## config.mk

```make
export PLATFORM = sky130hd
export DESIGN_NAME = integer_to_radix_digits
export DESIGN_NICKNAME = d
export VERILOG_FILES = /design/src/hdl/itrd_pkg.sv /design/src/hdl/integer_to_radix_digits.sv /design/src/hdl/itrd_div.sv /design/src/hdl/itrd_emit.sv
export SDC_FILE = /design/constraint.sdc
export NUM_CORES = 1
export LEC_CHECK = 0
export BUFFER_PORTS_ARGS = -buffer_cell sky130_fd_sc_hd__buf_2
export CAP_MARGIN = 20
export CORE_UTILIZATION = 45
export CTS_BUF_LIST = sky130_fd_sc_hd__clkbuf_16
export DETAILED_ROUTE_END_ITERATION = 7
export PLACE_DENSITY_LB_ADDON = 0.12
export RECOVER_POWER = 50
export SLEW_MARGIN = 20
export SYNTH_ARGS = -nofsm -noshare
export SYNTH_HDL_FRONTEND = slang
export SYNTH_HIERARCHICAL = 1
export SYNTH_SLANG_ARGS = --single-unit
```

## constraint.sdc

```tcl
create_clock -name clock -period 7 [get_ports clock]
set_clock_uncertainty 0.2 [all_clocks]
set_input_delay 0.7 -clock clock [delete_from_list [all_inputs] [get_ports clock]]
set_output_delay 0.7 -clock clock [all_outputs]
set_load 0.1 [all_outputs]
```

## src/hdl/itrd_pkg.sv

```systemverilog
// Shared types, widths and character coding for the integer to radix text converter.
// No dependencies; every other file imports this package.
`timescale 1ns / 1ps
`default_nettype none
package itrd_pkg;

   localparam int VALUE_WIDTH = 32;
   localparam int COUNT_W     = $clog2(VALUE_WIDTH + 1);
   localparam int IDX_W       = $clog2(VALUE_WIDTH);
   localparam int BITCNT_W    = $clog2(VALUE_WIDTH);
   localparam int RADIX_W     = 5;
   localparam int DIGIT_W     = 4;
   localparam int CHAR_W      = 7;

   localparam logic [RADIX_W-1:0] RADIX_MIN   = 5'd2;
   localparam logic [RADIX_W-1:0] RADIX_MAX   = 5'd16;
   localparam logic [RADIX_W-1:0] RADIX_RESET = 5'd10;

   localparam logic [CHAR_W-1:0] CHAR_MINUS  = 7'd45;
   localparam logic [CHAR_W-1:0] CHAR_ZERO   = 7'd48;
   localparam logic [CHAR_W-1:0] CHAR_LETTER = 7'd87;

   typedef struct packed {
      logic               we;
      logic [IDX_W-1:0]   addr;
      logic [DIGIT_W-1:0] data;
   } digit_wr_type;

   typedef struct packed {
      logic               go;
      logic               negative;
      logic [COUNT_W-1:0] count;
   } emit_ctrl_type;

   function automatic logic [CHAR_W-1:0] digit_char(input logic [DIGIT_W-1:0] d);
      logic [CHAR_W-1:0] d_ext;
      d_ext = {{(CHAR_W-DIGIT_W){1'b0}}, d};
      if (d < 4'd10) begin
         return CHAR_ZERO + d_ext;
      end
      return CHAR_LETTER + d_ext;
   endfunction

endpackage
`default_nettype wire

```

## src/hdl/integer_to_radix_digits.sv

```systemverilog
// Top level of the integer to radix text converter: request control and radix register.
// Depends on itrd_pkg, itrd_div and itrd_emit.
`timescale 1ns / 1ps
`default_nettype none
// A request is taken when start is high and busy is low; busy stays high until the last
// character has gone out. Characters appear on rsp_character one per cycle while rsp_strobe
// is high, a leading '-' for negative values, and rsp_is_last marks the final one; the
// receiver cannot stall them. Each digit of a nonzero value costs one pass of the bit-serial
// divider; zero is stored as a single digit without one. The radix is written through
// csr_valid/csr_data while idle; csr_ready is low while busy or while a request is
// presented. Values below 2 act as 2, above 16 as 16.
module integer_to_radix_digits (
   input  wire                              clock,
   input  wire                              reset,
   input  wire                              start,
   output logic                             busy,
   input  wire  [itrd_pkg::VALUE_WIDTH-1:0] req_value,
   output logic                             rsp_strobe,
   output logic [itrd_pkg::CHAR_W-1:0]      rsp_character,
   output logic                             rsp_is_last,
   input  wire                              csr_valid,
   output logic                             csr_ready,
   input  wire  [itrd_pkg::RADIX_W-1:0]     csr_data
);
   import itrd_pkg::*;

   localparam logic [1:0] ST_IDLE = 2'd0;
   localparam logic [1:0] ST_DIV  = 2'd1;
   localparam logic [1:0] ST_EMIT = 2'd2;
   localparam logic [1:0] ST_WAIT = 2'd3;

   logic [1:0]             state_ff, state_in;
   logic [RADIX_W-1:0]     radix_ff, radix_in;
   logic                   neg_ff, neg_in;
   logic [COUNT_W-1:0]     count_ff, count_in;
   logic [RADIX_W-1:0]     eff_radix;
   logic [VALUE_WIDTH-1:0] mag;
   logic                   accept;
   logic                   div_start;
   logic [VALUE_WIDTH-1:0] div_dividend;
   logic                   div_done;
   logic [VALUE_WIDTH-1:0] div_quotient;
   logic                   div_q_nz;
   logic [DIGIT_W-1:0]     div_rem;
   logic                   emit_busy;
   digit_wr_type           digit_wr;
   emit_ctrl_type          emit_ctrl;

   // The radix must not change while a value is being divided down.
   assign csr_ready = ~busy & ~start;
   assign busy      = (state_ff != ST_IDLE);
   assign accept    = start & ~busy;

   always_comb begin
      priority if (radix_ff < RADIX_MIN) begin
         eff_radix = RADIX_MIN;
      end else if (radix_ff > RADIX_MAX) begin
         eff_radix = RADIX_MAX;
      end else begin
         eff_radix = radix_ff;
      end
   end

   // The negation wraps for the most negative value, which still reads correctly as unsigned.
   assign mag = req_value[VALUE_WIDTH-1] ? (~req_value + 1'b1) : req_value;

   always_comb begin
      state_in       = state_ff;
      radix_in       = (csr_valid & csr_ready) ? csr_data : radix_ff;
      neg_in         = neg_ff;
      count_in       = count_ff;
      div_start      = 1'b0;
      div_dividend   = mag;
      digit_wr.we    = 1'b0;
      digit_wr.addr  = count_ff[IDX_W-1:0];
      digit_wr.data  = div_rem;
      emit_ctrl.go       = 1'b0;
      emit_ctrl.negative = neg_ff;
      emit_ctrl.count    = count_ff;
      unique case (state_ff)
         ST_IDLE: begin
            if (accept) begin
               neg_in = req_value[VALUE_WIDTH-1];
               if (mag == '0) begin
                  digit_wr.we   = 1'b1;
                  digit_wr.addr = '0;
                  digit_wr.data = '0;
                  count_in      = COUNT_W'(1);
                  state_in      = ST_EMIT;
               end else begin
                  count_in  = '0;
                  div_start = 1'b1;
                  state_in  = ST_DIV;
               end
            end
         end
         ST_DIV: begin
            div_dividend = div_quotient;
            if (div_done) begin
               digit_wr.we = 1'b1;
               count_in    = count_ff + 1'b1;
               if (div_q_nz) begin
                  div_start = 1'b1;
               end else begin
                  state_in = ST_EMIT;
               end
            end
         end
         ST_EMIT: begin
            emit_ctrl.go = 1'b1;
            state_in     = ST_WAIT;
         end
         ST_WAIT: begin
            if (!emit_busy) begin
               state_in = ST_IDLE;
            end
         end
         default: begin
            state_in = ST_IDLE;
         end
      endcase
   end

   always_ff @(posedge clock) begin
      if (reset) begin
         state_ff <= ST_IDLE;
         radix_ff <= RADIX_RESET;
         neg_ff   <= 1'b0;
         count_ff <= '0;
      end else begin
         state_ff <= state_in;
         radix_ff <= radix_in;
         neg_ff   <= neg_in;
         count_ff <= count_in;
      end
   end

   itrd_div u_div (
      .clock       (clock),
      .reset       (reset),
      .start       (div_start),
      .dividend    (div_dividend),
      .divisor     (eff_radix),
      .done        (div_done),
      .quotient    (div_quotient),
      .quotient_nz (div_q_nz),
      .remainder   (div_rem)
   );

   itrd_emit u_emit (
      .clock         (clock),
      .reset         (reset),
      .digit_wr      (digit_wr),
      .ctrl          (emit_ctrl),
      .emit_busy     (emit_busy),
      .rsp_strobe    (rsp_strobe),
      .rsp_character (rsp_character),
      .rsp_is_last   (rsp_is_last)
   );

endmodule
`default_nettype wire

```

## src/hdl/itrd_div.sv

```systemverilog
// Bit-serial restoring divider: divides the magnitude by the radix, one quotient bit a cycle.
// Depends on itrd_pkg.
`timescale 1ns / 1ps
`default_nettype none
module itrd_div (
   input  wire                                   clock,
   input  wire                                   reset,
   input  wire                                   start,
   input  wire  [itrd_pkg::VALUE_WIDTH-1:0]      dividend,
   input  wire  [itrd_pkg::RADIX_W-1:0]          divisor,
   output logic                                  done,
   output logic [itrd_pkg::VALUE_WIDTH-1:0]      quotient,
   output logic                                  quotient_nz,
   output logic [itrd_pkg::DIGIT_W-1:0]          remainder
);
   import itrd_pkg::*;

   logic                   run_ff, run_in;
   logic                   done_ff, done_in;
   logic [BITCNT_W-1:0]    cnt_ff, cnt_in;
   logic [VALUE_WIDTH-1:0] q_ff, q_in;
   logic [RADIX_W-1:0]     r_ff, r_in;
   logic [RADIX_W-1:0]     div_ff, div_in;
   logic                   nz_ff, nz_in;
   logic [RADIX_W-1:0]     rem_shift;
   logic                   ge;

   // The partial remainder stays below the divisor, so four bits plus the new bit suffice.
   assign rem_shift = {r_ff[DIGIT_W-1:0], q_ff[VALUE_WIDTH-1]};
   assign ge        = (rem_shift >= div_ff);

   always_comb begin
      run_in  = run_ff;
      done_in = 1'b0;
      cnt_in  = cnt_ff;
      q_in    = q_ff;
      r_in    = r_ff;
      div_in  = div_ff;
      nz_in   = nz_ff;
      if (start) begin
         run_in = 1'b1;
         cnt_in = '0;
         q_in   = dividend;
         r_in   = '0;
         div_in = divisor;
         nz_in  = 1'b0;
      end else if (run_ff) begin
         q_in  = {q_ff[VALUE_WIDTH-2:0], ge};
         r_in  = ge ? (rem_shift - div_ff) : rem_shift;
         nz_in = nz_ff | ge;
         cnt_in = cnt_ff + 1'b1;
         if (cnt_ff == BITCNT_W'(VALUE_WIDTH - 1)) begin
            run_in  = 1'b0;
            done_in = 1'b1;
         end
      end
   end

   always_ff @(posedge clock) begin
      if (reset) begin
         run_ff  <= 1'b0;
         done_ff <= 1'b0;
         cnt_ff  <= '0;
      end else begin
         run_ff  <= run_in;
         done_ff <= done_in;
         cnt_ff  <= cnt_in;
      end
      q_ff   <= q_in;
      r_ff   <= r_in;
      div_ff <= div_in;
      nz_ff  <= nz_in;
   end

   assign done        = done_ff;
   assign quotient    = q_ff;
   assign quotient_nz = nz_ff;
   assign remainder   = r_ff[DIGIT_W-1:0];

endmodule
`default_nettype wire

```

## src/hdl/itrd_emit.sv

```systemverilog
// Digit store and character emitter: replays stored digits most significant first.
// Depends on itrd_pkg.
`timescale 1ns / 1ps
`default_nettype none
module itrd_emit (
   input  wire                              clock,
   input  wire                              reset,
   input  itrd_pkg::digit_wr_type           digit_wr,
   input  itrd_pkg::emit_ctrl_type          ctrl,
   output logic                             emit_busy,
   output logic                             rsp_strobe,
   output logic [itrd_pkg::CHAR_W-1:0]      rsp_character,
   output logic                             rsp_is_last
);
   import itrd_pkg::*;

   logic [DIGIT_W-1:0] store [VALUE_WIDTH];
   logic               active_ff, active_in;
   logic [IDX_W-1:0]   idx_ff, idx_in;
   logic               dash_ff, dash_in;
   logic               rd_vld_ff, rd_vld_in;
   logic               rd_last_ff, rd_last_in;
   logic [DIGIT_W-1:0] rd_data_ff;
   logic [COUNT_W-1:0] count_m1;

   assign count_m1 = ctrl.count - 1'b1;

   always_ff @(posedge clock) begin
      if (digit_wr.we) begin
         store[digit_wr.addr] <= digit_wr.data;
      end
      rd_data_ff <= store[idx_ff];
   end

   always_comb begin
      active_in  = active_ff;
      idx_in     = idx_ff;
      dash_in    = 1'b0;
      rd_vld_in  = 1'b0;
      rd_last_in = 1'b0;
      if (ctrl.go) begin
         active_in = 1'b1;
         idx_in    = count_m1[IDX_W-1:0];
         dash_in   = ctrl.negative;
      end else if (active_ff) begin
         rd_vld_in  = 1'b1;
         rd_last_in = (idx_ff == '0);
         if (idx_ff == '0) begin
            active_in = 1'b0;
         end else begin
            idx_in = idx_ff - 1'b1;
         end
      end
   end

   always_ff @(posedge clock) begin
      if (reset) begin
         active_ff <= 1'b0;
         dash_ff   <= 1'b0;
         rd_vld_ff <= 1'b0;
      end else begin
         active_ff <= active_in;
         dash_ff   <= dash_in;
         rd_vld_ff <= rd_vld_in;
      end
      idx_ff     <= idx_in;
      rd_last_ff <= rd_last_in;
   end

   // The sign goes out in the cycle before the first digit read completes.
   assign rsp_strobe    = dash_ff | rd_vld_ff;
   assign rsp_character = rd_vld_ff ? digit_char(rd_data_ff) : CHAR_MINUS;
   assign rsp_is_last   = rd_vld_ff & rd_last_ff;
   assign emit_busy     = active_ff | dash_ff | rd_vld_ff;

endmodule
`default_nettype wire

```

# After elaboration in Yosys (flattened, before gate mapping)
# Memory sizes are Yosys's and may differ from the RTL's. A register that Yosys moved wholly into a read port is not among the register bits.
# Cells that the tools add are included.
# W data, S select, Z words.
# classes
n_bitwise	14
muxes	44
addsub	8
order_cmp	4
reduce_logical	18
eq_ne	10
# ops
cell	n
$mux W32	4
$add A32 B1 Y32 const B	1
$logic_not A32 Y1	1
$not A32 Y32	1
$mux W7	3
$mux W10	2
$mux W5	4
$mux W1	18
$mux W6	2
$pmux W6 S2	1
$mux W2	5
$ne A2 B2 Y1 const B	5
$reduce_or A2 Y1	5
$sub A5 B1 Y5 const B	2
$mux W9	1
$pmux W2 S4	1
$reduce_bool A2 Y1	4
$add A6 B4 Y7 const A	1
$add A7 B4 Y7 const A	1
$add A6 B1 Y6 const B	1
$reduce_and A2 Y1	3
$add A5 B1 Y5 const B	1
$eq A5 B5 Y1 const B	1
$ge A5 B5 Y1	1
other kinds (17)	29
# word_totals
elab_cells	116
input_bits	41
out_inout_bits	11
n_memories	1
ram_bits	128
regBits	72
# mem_list
memory	depth	word_bits	rd	rd_ports_with_merged_regs	write_ports	line	source
u_emit.store	32	4	1	1	1	itrd_emit.sv:17	logic [DIGIT_W-1:0] store [VALUE_WIDTH];

# Longest topological paths before layout
# Gate-level depths: netlist of the first run.
# logic_depth
ltp_word	9
mapped_depth	16
depth_no_buf	13

# Cells and area by module
# Netlist of the first run, hierarchy kept.
# by_module_without_submodules
mod	area_each_um2	instances	seq_area_each_um2	cells_each
itrd_emit	5696.7	1	4154.0	293
integer_to_radix_digits	2736.4	1	280.3	409
itrd_div	2178.3	1	1351.3	149

# Worst setup path before layout of the first run
# No wires, ideal clock.
# synth_timing
kind	in2reg
start	input port req_value[3] (netlist name)
end	register u_div.q_ff[0], in the netlist u_div/quotient[0], enable pin
t_required_ps	6425
path_stages	13
setup_time_ps	375
slack_ps	2217
arrival_ps	4208
n_path_buf	4
cell_sequence	buf_2 > or4_4 > nor3_1 > buf_2 > nand2_1 > and3_1 > a221o_1 > nand4_1 > nor2_1 > o21ai_0 > clkbuf_1 > buf_1 > or2_2
# synth_between
elab_chain_cells	9
word_cells_on_any_way	10
cone_classes	1 x add/sub; 1 x eq/ne; 4 x mux; 1 x bitwise; 3 x reduce/logical
# synth_lines
item	line	source
start, declared	integer_to_radix_digits.sv:17	input wire [itrd_pkg::VALUE_WIDTH-1:0] req_value,
$not A32 Y32	integer_to_radix_digits.sv:65	assign mag = req_value[VALUE_WIDTH-1] ? (~req_value + 1'b1) : req_value;
$add A32 B1 Y32	integer_to_radix_digits.sv:65	
$mux W32 (*)	integer_to_radix_digits.sv:65	
$logic_not A32 Y1 (*)	integer_to_radix_digits.sv:84	if (mag == '0) begin
$mux W1 (*)	integer_to_radix_digits.sv:84	
$mux W1 (*)	integer_to_radix_digits.sv:82	if (accept) begin
$pmux W1 S2 (*)	integer_to_radix_digits.sv:80	unique case (state_ff)
named net div_start	integer_to_radix_digits.sv:39	logic div_start;
$ne A2 B2 Y1 (no source line) / $reduce_bool A2 Y1 (equally long branches)	-	
$reduce_and A2 Y1 (no source line) (*)	-	
end signal, assigned	itrd_div.sv:69	q_ff <= q_in;
end, declared	itrd_div.sv:21	logic [VALUE_WIDTH-1:0] q_ff, q_in;
# The timed path passes the listed nets; every way through them passes the cells marked *.
# A chain may end at the register's enable or synchronous reset.

==> results.cfg, run 1 <==
[sta]
rsz0062_at_grt = no
setup_viol = 0
slew_violations = 232
hold_viol = 0
fin_crit_sh_pct = 80.4
fmax_ghz = 0.178
period_needed_ns = 5.63
worst_slack_ns = 1.37
worstMarginPinSlew_ns = 2.68
relSlewSlack_pct = -78.6
setup_tns_ns = 0

[worst_setup_path]
r2r_start = state_ff[1]
arrival_ns = 5.59
crit_chain = clkbuf_1 > inv_1 > ha_1 > or3b_2 > a211oi_1 > nand4b_1 > a2111oi_0 > and4_1 > nand4_1 > nor3_1 > nor2b_1 > nand3b_1 > nor2_1
ff2ff_path_depth = 8
slowest_stage = nor3_1
worstSetupEndpointType = flip-flop
critical_path_required_ns = 6.96
crit_fanout = 17
crit_family = simple AND/OR/NAND/NOR gates
critPathLaunchType = input port
crit_type = in -> reg
r2r_slack_ns = 2.69
slowest_delay_ns = 1.02
crit_buf_inv = 2
r2r-end = u_div/r_ff[1]

[die]
ios = 52
die-area_mm2 = 0.0241
die_h_um = 155
die_x_um = 155
coreArea_mm2 = 0.0228
num_rows = 55
start_util_pct = 46.3

[finish]
drive_gt1_share_pct = 21.7
design_area_mm2 = 0.0117
n_antenna_cell = 0
final_util_pct = 51.4
fin_nets = 935
layout_common_cells = 170 x edfxtp_1, 77 x nor2_1, 57 x nand2_1
final_common_cell = edfxtp_1
area_growth_pct = 11.0

[clocking]
hold_buffers = 0
clk_latency_ns = 0.51
postCtsResizedCells = 0
cts_setup_buffers = 0
clock_sinks = 203
cts.clk_slew.worst_paths_ns = 0.06
h-tree-depth = 1
cts_max_path_buffers = 3
cts_tree = done
root_buffer = clkbuf_16
cts-buffers-inserted = 23

[drt]
ant_nets = 0
drt_pass1_iterations = 5
drt_iter0_markers = 503
wirelength_um = 23800
vias = 6908
route.detailed.drc = 0
viasPerCell = 5.72
routedWlPerCell_um = 19.7

[power_and_ir_drop]
power_density_mw_per_mm2 = 371
peakVddDrop_mv = 0.229
power_uw = 4350
leakage_uw = 0.00395

[yosys]
synthesis.nets = 904
syn_inst = 847
synth_warnings = 6
synth_area_mm2 = 0.0106
avgSynthCellArea_um2 = 12.5

[min_path]
worstHoldStart = csr_data[4]
worstHoldPathType = in -> reg
min_to = radix_ff[4]
min_path_cells = 3

[placed_design]
dp_slack_ns = 1.53
routabilityCongestion = 0.896
placed_cell_area_mm2 = 0.0111
hpwl_um = 16600
portBuffers = 50

[status]
status = finished with violations
violations = capacitance limit, slew limit

[global_routing]
grt_pass1_wl_um = 38500
grt-ovfl-total = 0
antenna_found_initial = 0
grt_use_met1_pct = 27.5
grt_usage_pct = 20.4
grt_pass1_vias = 7013
grt_use_met3_pct = 2.45
grt_use_met2_pct = 35.3
top_usage_layer = met2
grt_max_degree = 65

[job]
maxCapViolCount = 6
[cell type report]
class	instances	area, µm²
repair buffers	61	297
well taps	313	392
clock buffers	23	576
flip-flops and latches	203	5770
inverters	27	101
fillers	2034	11100
multi-input cells	562	4460
clock inverters	19	153
[worst min-delay path, stage by stage]
cell	delay (ns)
buf_2	0.09
nand3_1	0.05
a21oi_1	0.05
[registers in the layout (all words and copies together) (netlist names), 4 cells and up]
name / count
count_ff: 5
u_emit/rd_data_ff: 4
u_div/quotient: 32
radix_ff: 5
u_div/div_ff: 5
u_div/cnt_ff: 5
u_emit/store: 128
u_div/r_ff: 4
u_emit/idx_ff: 5
[how the worst max path moves through the flow]
stage | endpoint | cells past startpoint | slack [ns] | startpoint
after floorplan | u_div/quotient[0] | 13 | 2.22 | req_value[3]
after global placement | u_emit/store[17][0] | 13 | 1.70 | req_value[0]
after detailed placement | u_emit/store[17][1] | 13 | 1.53 | req_value[0]
after CTS | u_emit/store[17][1] | 13 | 2.06 | req_value[0]
after global routing | u_emit/store[18][2] | 13 | 0.89 | req_value[0]
final | u_emit/store[21][3] | 13 | 1.37 | req_value[0]
[power breakdown]
| group | internal (µW) | total [µW] | leakage (µW) | switching [µW] |
|---|---|---|---|---|
| Clock | 675 | 1140 | 0.000370 | 466 |
| Sequential | 1650 | 1800 | 0.00185 | 146 |
| Combinational | 619 | 1410 | 0.00173 | 790 |
[per-stage QoR]
stage | hold WS [ns] | std cells
after global placement | 0.242 | 1166
after floorplan | 0.232 | 847
after detailed placement | 0.259 | 1166
after global routing | 0.238 | 1208
after CTS | 0.221 | 1208
final | 0.237 | 1208
[per-layer routing]
metal	share of wire (%)	up-vias
met3	4.7	26
met5	0	-
met4	1.6	0
li1	-	3290
met1	43	3412
met2	50	180
(Power assumes the default switching activity.)
==> run 2, diff against run 1 <==
--- a/config.mk
+++ b/config.mk
@@ -5,6 +5,7 @@
 export SDC_FILE = /design/constraint.sdc
 export NUM_CORES = 1
 export LEC_CHECK = 0
+export ABC_AREA = 1
 export BUFFER_PORTS_ARGS = -buffer_cell sky130_fd_sc_hd__buf_2
 export CAP_MARGIN = 20
 export CORE_UTILIZATION = 45
==> constraint.sdc (replaced) <==
create_clock -name clock -period 5.6 [get_ports clock]
set_clock_uncertainty 0.2 [all_clocks]
set_input_delay 0.56 -clock clock [delete_from_list [all_inputs] [get_ports clock]]
set_output_delay 0.56 -clock clock [all_outputs]
set_load 0.1 [all_outputs]
==> run 2 against run 1 <==
Compared with the run above: the run still ends with capacitance limit, slew limit left; global-route usage rose by 0.81 points; critical path type unchanged; total power up 28%; largest cell class unchanged; non-clock buffer count shrank 5; setup slack worse by 0.24 ns; first-iteration DRC count fell by 0.60%; via count grew 19%; final cell count up 35%; combinational power increased by 35%.
==> results.cfg, run 2 <==
[power_and_ir_drop]
p_switching_uw = 2130
leakage_uw = 0.00487
pwr-share-seq_pct = 39.6
pwr-share-clk_pct = 26.4
swShare_pct = 38.1
power_density_mw_per_mm2 = 475
internal_power_uw = 3460
combPwrFrac_pct = 34.0
peakVddDrop_mv = 0.226
power_uw = 5590

[finish]
drive_gt1_share_pct = 10.0
largest_reg_flops = 128
n_antenna_cell = 0
regMostFlops = u_emit/store
final_common_cell = nand2_1
fin_nets = 1357
area_growth_pct = 9.98
fill_cells = 2352
register_area_mm2 = 0.00577
layout_common_cells = 466 x nand2_1, 170 x edfxtp_1, 147 x nand3_1
multi_input_area_mm2 = 0.00421

[clocking]
root_buffer = clkbuf_16
cts_max_path_buffers = 3
cts.clk_slew.worst_paths_ns = 0.05
h-tree-depth = 1
cts_tree = done
cts_setup_buffers = 0
clk_latency_ns = 0.52
cts-buffers-inserted = 23
clock_sinks = 203
postCtsResizedCells = 0
hold_buffers = 0

[sta]
whs_ns = 0.0614
worstMarginPinSlew_ns = 2.52
slew_violations = 204
fmax_ghz = 0.224
rsz0062_at_grt = no
setup_tns_ns = 0
worst_slack_ns = 1.13
period_needed_ns = 4.47
setup_viol = 0
hold_viol = 0
fin_crit_sh_pct = 79.8
relSlewSlack_pct = -68.8

[die]
num_rows = 56
die_x_um = 156
die_h_um = 156
ios = 52
die-area_mm2 = 0.0244
coreArea_mm2 = 0.0234
start_util_pct = 45.7

[placed_design]
portBuffers = 50
hpwl_um = 16800
dp_slack_ns = 1.16
routabilityCongestion = 0.850

[drt]
wirelength_um = 25000
ant_nets = 0
drt_pass1_iterations = 5
route.detailed.drc = 0
drt_iter0_markers = 500
routedWlPerCell_um = 15.3
viasPerCell = 5.03
vias = 8225

[min_path]
worstHoldPathType = in -> reg

[worst_setup_path]
slowest_delay_ns = 1.90
slowest_stage = nor2_1
cp_common_cell = nor2_1
crit_type = in -> reg
crit_buf_inv = 1
worstSetupEndpointType = flip-flop
crit_fanout = 37
critical_path_required_ns = 5.34
critPathLaunchType = input port
r2r_slack_ns = 1.56
crit_family = simple AND/OR/NAND/NOR gates
crit_chain = buf_2 > nand4_1 > nor2_1 > nand4_1 > nand3_1 > nor2_1 > nand2_1 > nor2_1 > nand3_4 > nor2_1 > nor2_1
arrival_ns = 4.22

[status]
status = finished with violations
violations = capacitance limit, slew limit

[yosys]
synth_warnings = 6
synth_area_mm2 = 0.0107
synthesis.nets = 1323
avgSynthCellArea_um2 = 8.45
syn_inst = 1266

[global_routing]
grt_usage_pct = 21.2
antenna_found_initial = 0
grt-ovfl-total = 0
grt_max_degree = 67
grt_pass1_wl_um = 40100
grt_pass1_vias = 7707

[job]
maxCapViolCount = 6
-- run 2: cell type report --
cell class | count | share of cell area, %
Timing Repair Buffer | 56 | 2.31
Clock inverter | 17 | 1.39
Tap cell | 319 | 3.39
Inverter | 99 | 3.17
Sequential cell | 203 | 49.0
Clock buffer | 23 | 4.89
Multi-Input combinational cell | 917 | 35.8
-- run 2: power groups by stage --
| stage | Combinational [µW] | Clock, µW | Sequential, µW |
|---|---|---|---|
| 2_1_floorplan | 1530 | 0 | 2160 |
| 3_3_place_gp | 1920 | 0 | 2240 |
| 3_5_place_dp | 1940 | 0 | 2240 |
| 4_1_cts | 1940 | 1510 | 2210 |
| 5_1_grt | 2160 | 1570 | 2240 |
| 6_report | 1900 | 1470 | 2210 |
-- run 2: path summary, 6_finish.rpt --
| kind | endpoint | startpoint | cells past startpoint |
|---|---|---|---|
| setup reg to reg | u_emit/idx_ff[4] | u_emit/idx_ff[1] | 8 |
| hold / removal | radix_ff[1] | csr_data[1] | 3 |
| setup / recovery | u_emit/store[7][0] | req_value[31] | 11 |
| hold reg to reg | u_div/cnt_ff[4] | u_div/cnt_ff[4] | 2 |
-- run 2: stage by stage --
step | util, % | instances | area (µm²)
floorplan | - | 1266 | 10700
global placement | 47.4 | 1594 | 11100
detailed placement | 47.4 | 1594 | 11100
CTS | 50.6 | 1634 | 11800
global route | 50.3 | 1634 | 11800
finish | 50.3 | 1634 | 11800
-- run 2: layer usage --
metal	share of wire, %	up-vias	GRT usage, %
met4	2.9	0	6.68
met5	0	-	0
met1	47	3805	28.1
met3	3.1	45	2.44
met2	47	140	36.2
li1	-	4235	-
-- run 2: worst reg2reg max path: cells and delay by family, from the launching register on --
family          cells  cell delay [ns]
buf+inv             3             2.39
xor+xnor            1             0.14
simple gates        2             0.11
flops               1             0.32
fa+ha+maj           1             0.21
compound gates      1             0.42
==> run 3, diff against run 2 <==
==> constraint.sdc (replaced) <==
create_clock -name clock -period 4.4 [get_ports clock]
set_clock_uncertainty 0.2 [all_clocks]
set_input_delay 0.44 -clock clock [delete_from_list [all_inputs] [get_ports clock]]
set_output_delay 0.44 -clock clock [all_outputs]
set_load 0.1 [all_outputs]
==> run 3 against run 2 <==
Compared with the run above: the flow now finishes without violations; clock-buffer cell count did not move; critical path depth up 6; routed wire length decreased by 1.3%; worst hold slack better by 0.0047 ns; total power is 27% higher; critical endpoint is now u_emit/store[9][1]; largest cell class unchanged.
==> results.cfg, run 3 (synthesized netlist as in run 2, its figures left out) <==
[placed_design]
portBuffers = 50
dp_cells = 1602
hpwl_um = 17000
routabilityCongestion = 0.874

[finish]
largest_reg_flops = 128
n_antenna_cell = 0
fill_cells = 2310
area_growth_pct = 11.0
stdcell_count = 1647
fin_nets = 1368
final_common_cell = nand2_1
regMostFlops = u_emit/store
layout_common_cells = 469 x nand2_1, 170 x edfxtp_1, 148 x nand3_1
drive_gt1_share_pct = 11.1

[clocking]
cts_tree = done
h-tree-depth = 1
cts-buffers-inserted = 23
cts_setup_buffers = 0
root_buffer = clkbuf_16
cts_max_path_buffers = 3
clk_latency_ns = 0.52
cts.clk_slew.worst_paths_ns = 0.06
clock_sinks = 203

[worst_setup_path]
critPathLaunchType = input port
crit_fanout = 8
critical_path_required_ns = 4.37
crit_type = in -> reg
r2r_slack_ns = 1.52
worstSetupEndpointType = flip-flop
arrival_ns = 3.67

[die]
start_util_pct = 45.7
die-area_mm2 = 0.0244
coreArea_mm2 = 0.0234
die_x_um = 156
num_rows = 56
ios = 52
die_h_um = 156

[drt]
wirelength_um = 24700
drt_iter0_markers = 568
ant_nets = 0
route.detailed.drc = 0
routedWlPerCell_um = 15.0
drt_pass1_iterations = 5
viasPerCell = 5.00
vias = 8236

[global_routing]
top_usage_layer = met2
grt_use_met2_pct = 36.6
grt_max_degree = 66
grt_pass1_wl_um = 39900
grt_pass1_vias = 7879
grt-ovfl-total = 0
grt_use_met1_pct = 27.3
grt_usage_pct = 21.0
grt_use_met3_pct = 2.47
antenna_found_initial = 0

[job]
maxCapViolCount = 0

[sta]
relSlewSlack_pct = 22.3
worstMarginPinSlew_ns = 1.17
fin_crit_sh_pct = 84.1
setup_tns_ns = 0
slew_violations = 0
rsz0062_at_grt = no
period_needed_ns = 3.70
setup_viol = 0
hold_viol = 0
fmax_ghz = 0.270

[power_and_ir_drop]
leakage_uw = 0.00494
peakVddDrop_mv = 0.314
power_density_mw_per_mm2 = 600

[min_path]
worstHoldPathType = in -> reg

[status]
status = completed
run 3: cell types whose count changed in the layout (fill, tap and decap cells not counted), sizes merged:
cell	change
buf	+5
clkbuf	+3
clkinv	+4
dlygate4sd3	+3
clkinvlp	+2
inv	-4
run 3: path summary, 6_finish.rpt:
| path | startpoint | end | depth (start not counted) |
|---|---|---|---|
| worst max-delay path | req_value[1] | u_emit/store[9][1] | 17 |
| worst min-delay path | csr_data[2] | radix_ff[2] | 3 |
| worst max register to register | state_ff[1] | u_emit/store[9][1] | 7 |
| worst min register to register | u_emit/active_ff | u_emit/rd_vld_ff | 2 |
run 3: per-layer routing:
layer,part of all wire [%],routed length (µm)
met1,46,11300
met2,48,11800
met3,4.0,997
met4,2.3,573
met5,0,0
run 3: per-stage QoR:
step	total power, µW	setup WS (ns)	hold WS, ns	utilization [%]	cell area (µm²)
after global routing	7600	0.365	0.0802	50.7	11900
after global placement	5290	0.525	0.260	47.6	11100
after detailed placement	5300	0.428	0.265	47.6	11100
final	7120	0.701	0.0660	50.7	11900
after floorplan	4690	0.890	0.218	-	10700
after CTS	7200	0.973	0.0405	51.0	11900
run 3: timing repair:
action / CTS / global route
hold buffers: 3 / 0
endpoints found under the hold margin: 3 / 0
resized for setup: 0 / 0
run 3: layout make-up:
type	count	area, µm²	share of cell area [%]
clock buffer	23	576	4.85
clock inverter	19	181	1.53
inverter	99	373	3.14
multi-input combinational	917	4210	35.5
sequential	203	5770	48.6
tap	319	399	3.36
timing repair buffer	67	359	3.03
run 3: critical path, stage by stage:
cell and delay, ns:
clkbuf_1 0.09, inv_1 0.11, ha_1 0.21, nand2_1 0.11, nor2_1 0.26, nand2_2 0.12, nand2_4 0.11, nand2_1 0.06
nand2_1 0.08, nand2_1 0.06, nor2_1 0.12, nand2_1 0.08, nor2_2 0.10, nand3_1 0.27, o21ai_0 0.46, nand3_1 0.50
nor2_1 0.47
run 3: report_power, final:
group	switching, µW	internal [µW]
Combinational	1740	683
Clock	751	1130
Sequential	211	2600
Total	2700	4420
